<file path="config.mk">
export PLATFORM = sky130hd
export DESIGN_NAME = sas_out_buf
export DESIGN_NICKNAME = d
export VERILOG_FILES = /design/src/rtl/sprite_animation_sequencer_assert.svh /design/src/rtl/sas_pkg.sv /design/src/rtl/sas_out_buf.sv
export SDC_FILE = /design/constraint.sdc
export NUM_CORES = 1
export LEC_CHECK = 0
export ABC_AREA = 1
export BUFFER_PORTS_ARGS = -buffer_cell sky130_fd_sc_hd__buf_4
export CORE_AREA = 2 2 136 138
export DETAILED_ROUTE_END_ITERATION = 10
export DIE_AREA = 0 0 138 140
export PLACE_DENSITY = 0.7
export SLEW_MARGIN = 0
export SYNTH_ARGS = -nofsm -noshare
export SYNTH_HDL_FRONTEND = slang
export SYNTH_SLANG_ARGS = --single-unit
</file>
<file path="constraint.sdc">
create_clock -name clk -period 7.2 [get_ports clk]
set_input_delay 0.72 -clock clk [delete_from_list [all_inputs] [get_ports clk]]
set_output_delay 0.72 -clock clk [all_outputs]
set_load 0.02 [all_outputs]
</file>
<file path="src/rtl/sprite_animation_sequencer_assert.svh">
// ----------------------------------------------------------------------------
// sprite animation sequencer assertion macros
// shared concurrent check forms, clocked on clk with reset arst_n
// ----------------------------------------------------------------------------
`ifndef SPRITE_ANIMATION_SEQUENCER_ASSERT_SVH
`define SPRITE_ANIMATION_SEQUENCER_ASSERT_SVH

// consequent holds in the same cycle
`define SAS_ASSERT_SAME(label, ante, cons) \
	label: assert property (@(posedge clk) disable iff (!arst_n) (ante) |-> (cons)) \
		else $error("sprite sequencer check failed");

// consequent holds in the next cycle
`define SAS_ASSERT_NEXT(label, ante, cons) \
	label: assert property (@(posedge clk) disable iff (!arst_n) (ante) |=> (cons)) \
		else $error("sprite sequencer check failed");

`endif

</file>
<file path="src/rtl/sas_pkg.sv">
// ----------------------------------------------------------------------------
// sas_pkg
// command and status codes, table entry and result types
// ----------------------------------------------------------------------------
package sas_pkg;

	typedef enum logic [2:0] {
		CMD_TICK          = 3'd0,
		CMD_SET_ANIM      = 3'd1,
		CMD_SET_ANIM_ONCE = 3'd2,
		CMD_SET_FRAME     = 3'd3,
		CMD_LIST_WRITE    = 3'd4,
		CMD_RECORD_WRITE  = 3'd5,
		CMD_HEADER_WRITE  = 3'd6,
		CMD_SET_POSITION  = 3'd7
	} cmd_t;

	typedef enum logic [2:0] {
		ST_STARTED  = 3'd0,
		ST_PLAYING  = 3'd1,
		ST_ADVANCED = 3'd2,
		ST_LOOPED   = 3'd3,
		ST_LOCKED   = 3'd4
	} status_t;

	typedef struct packed {
		logic [15:0]        dur;
		logic signed [15:0] dx;
		logic signed [15:0] dy;
		logic [31:0]        flags;
	} rec_t;

	typedef struct packed {
		logic [6:0] len;
		logic       loop;
	} hdr_t;

	typedef struct packed {
		logic [31:0]        flags;
		status_t            status;
		logic [5:0]         frame;
		logic signed [31:0] pos_x;
		logic signed [31:0] pos_y;
	} res_t;

	localparam int REC_W = $bits(rec_t);
	localparam int HDR_W = $bits(hdr_t);

endpackage

</file>
<file path="src/rtl/sas_out_buf.sv">
// ----------------------------------------------------------------------------
// sas_out_buf
// two-entry result queue between the core and the output channel
// ----------------------------------------------------------------------------
module sas_out_buf import sas_pkg::*; (
	input  logic clk,
	input  logic arst_n,
	input  logic push,
	input  res_t res,
	input  logic pop,
	output logic valid,
	output logic space,
	output res_t head
);

	res_t       slot_q [2];
	logic       wr_q;
	logic       rd_q;
	logic [1:0] cnt_q;

	always_ff @(posedge clk) begin
		if (push) begin
			slot_q[wr_q] <= res;
		end
	end

	always_ff @(posedge clk or negedge arst_n) begin
		if (!arst_n) begin
			wr_q  <= 1'b0;
			rd_q  <= 1'b0;
			cnt_q <= 2'd0;
		end else begin
			if (push) begin
				wr_q <= ~wr_q;
			end
			if (pop) begin
				rd_q <= ~rd_q;
			end
			if (push && !pop) begin
				cnt_q <= cnt_q + 2'd1;
			end else if (pop && !push) begin
				cnt_q <= cnt_q - 2'd1;
			end
		end
	end

	assign valid = (cnt_q != 2'd0);
	assign space = (cnt_q != 2'd2);
	assign head  = slot_q[rd_q];

endmodule

</file>
==> summary.md <==
| Metric | Value |
|---|---|
| Run status | finished clean |
| DRT iter0 DRCs | 213 |
| Post-synth net total | 462 |
| Clock power share | 24.2% |
| Peak VDD IR | 0.2475 mV |
| Crit path max fanout | 58 |
| GR Util All Layers | 14.46% |
| Ant diodes | 0 |
| Internal Power | 0.002960 W |
| Clk slew on worst S/H paths | 60 ps |
| R2R depth | 3 |
| Initial core utilization | 44.67% |
| Final hold vios | 0 |
| Std cell rows | 49 |
| Clk buf depth | 3 |
| CTS Buf Count | 22 |
| Post-CTS Hold Fix Bufs | 0 |
| Fmax | 0.2810 GHz |
| Register area share after synthesis | 80.66% |
| Core area | 17780 µm² |
| Register bit count reported by yosys | 214 |
| Fin crit share | 49.44% |
| Total die area | 19320 µm² |
| Chip Width | 138 µm |
| Synthesized area | 7943 µm² |
| CTS tree | done |
| Crit end category | primary output |
| Port bufs | 215 |
| RSZ-0062 raised after global routing | no |
| Reg2reg setup slack | 5030 ps |
| Grt total ovfl | 0 |
| Top post-synthesis cells by area | edfxtp_1, mux2_2, mux2_4 |
| YS warnings | 0 |
| Met3 Usage GRT | 4.615% |
| # Post-CTS Setup Buffers | 0 |
| Grt met1 use | 16.94% |
| Average routed wire per standard cell | 17.84 µm |
| Placer Congestion | 0.7501 |
| Sw power | 0.001275 W |
| Slew of the pin with the lowest slew margin | 908.0 ps |
| Net Sw Frac | 30.10% |
| Avg Inst Size Synth | 22.56 µm² |
| Reg2reg end | slot_q[1][22] |
| Number of global-route vias before repair | 4200 |
| Via-per-instance ratio | 4.845 |
| HP Class | in2async |
| Die height | 140 µm |
| Root buf cell | clkbuf_16 |
| Syn-to-layout area delta | 31.46% |
| Critical Path RT | 6480 ps |
| Area leader, netlist | edfxtp_1 |
| Top-area cell type share of the netlist area | 79.40% |
| Setup TNS | 0 ps |
| Final #Nets | 693 |
| H-tree levels | 1 |
| Antenna-violating nets left | 0 |
| Fill count | 1339 |
| Crit path from | rd_q |
| Placed wire-length estimate | 9898 µm |
| Global-route wire length before repair | 22160 µm |
| Via count | 3992 |
| M2 GR Usage | 25.33% |
| CP arrival | 2840 ps |
| Seq pwr share | 41.9% |
| Layout cells sized above 1 | 59.16% |
| Final hold slack | 22.86 ps |
| Logic pwr share | 33.9% |
| Worst setup endpoint | head[12] |
| Antenna violations before repair | 0 |
| IO Count | 216 |
| Post-CTS sizing | 0 |
| Tmin final | 3559 ps |
| Startpoint Class | register |
| Max-slew headroom | 39.46% |
| GR peak layer | met2 |
| Clk Latency, worst-skew pair | 490 ps |
| Synth cell types | 14 |
| Clock Skews | 8.806 ps |
| First drt pass iteration count | 4 |
| Setup Crit Path Kind | reg2out |
| Post-Route WL | 14700 µm |
| Final Max Slew Viols | 0 |
| DRC Markers | 0 |
| Max-Cap Viols | 0 |
| Setup violators final | 0 |
| Clock sink count | 214 |
| Worst r2r src | wr_q |
| Cell Pwr Density | 405.6 nW/µm² |
| Largest net degree at the start of global routing | 59 |
| Leak Pwr | 4.046 nW |
| Synthesized instance count | 352 |
layer usage:
metal,part of all wire (%),vias to the layer above
met2,51,168
met3,8.3,36
met5,0,-
met1,38,1951
li1,-,1837
met4,2.6,0
how the worst min path moves through the flow:
stage | cells past startpoint | startpoint | to
after floorplan | 0 | arst_n | cnt_q[0]
after global placement | 2 | cnt_q[1] | cnt_q[1]
after detailed placement | 2 | cnt_q[1] | cnt_q[1]
after CTS | 1 | arst_n | rd_q
after global routing | 1 | arst_n | wr_q
final | 1 | arst_n | rd_q
final cells by class:
class | count | area, µm² | share of cell area [%]
multi-input combinational | 119 | 1420 | 13.60
inverter | 7 | 28.78 | 0.2756
sequential | 214 | 6410 | 61.39
tap | 229 | 286.5 | 2.744
timing repair buffer | 219 | 1644 | 15.75
clock buffer | 29 | 598.1 | 5.728
clock inverter | 7 | 53.80 | 0.5153
layout by cell type (no fill, tap or decap), types with 2 or more instances in the layout:
cell type / instances
clkbuf_1: 6
xor2_1: 2
edfxtp_1: 210
mux2_4: 40
inv_1: 6
nand2_1: 7
dfrtp_1: 3
clkbuf_16: 23
mux2_2: 65
clkinv_1: 5
buf_4: 219
cell families (layout without fill, tap and decap cells):
logic type                 after synthesis  in the layout  share of synthesized area [%]
and+or+nand+nor                         10             10                         0.5199
xor gates and xnor gates                 3              3                         0.3309
DFF                                    214            214                          80.66
muxes                                  105            105                          16.78
buffers and inverters                   19            262                          1.560
adders and majority gates                1              1                         0.1575
critical path, stage by stage, from the launching register on:
cell	delay [ps]
dfrtp_4	890
buf_4	840
mux2_2	430
buf_4	160
sequential cells by signal (all words and copies together), names as in the netlist:
signal	cells
cnt_q	2
rd_q	1
slot_q	210
wr_q	1
synth_stat cells (all sizes together):
| cell type | count |
|---|---|
| mux2 | 105 |
| nor2 | 1 |
| nand3 | 1 |
| xor2 | 2 |
| edfxtp | 210 |
| nand4 | 1 |
| ha | 1 |
| xnor2 | 1 |
| dfrtp | 4 |
| buf | 12 |
| nand2 | 7 |
| inv | 7 |
through the flow:
stage | area (µm²) | power [W] | util, % | worst slack (ps) | cells
3_5_place_dp | 9789 | 0.003260 | 55.06 | 4085 | 788
4_1_cts | 10440 | 0.004300 | 58.73 | 3545 | 824
5_1_grt | 10440 | 0.004419 | 58.73 | 3482 | 824
3_3_place_gp | 9789 | 0.003227 | 55.06 | 4163 | 788
2_1_floorplan | 7943 | 0.002732 | - | 1473 | 352
6_report | 10440 | 0.004234 | 58.73 | 3641 | 824
power by group through the flow:
stage               registers [W]  clock network [W]  logic (W)
floorplan                 0.00175                  0   0.000984
global placement          0.00179                  0    0.00144
detailed placement        0.00180                  0    0.00146
CTS                       0.00178            0.00106    0.00146
global route              0.00180            0.00110    0.00152
finish                    0.00177            0.00103    0.00144
Note: power is estimated with default switching activity, not from simulation.
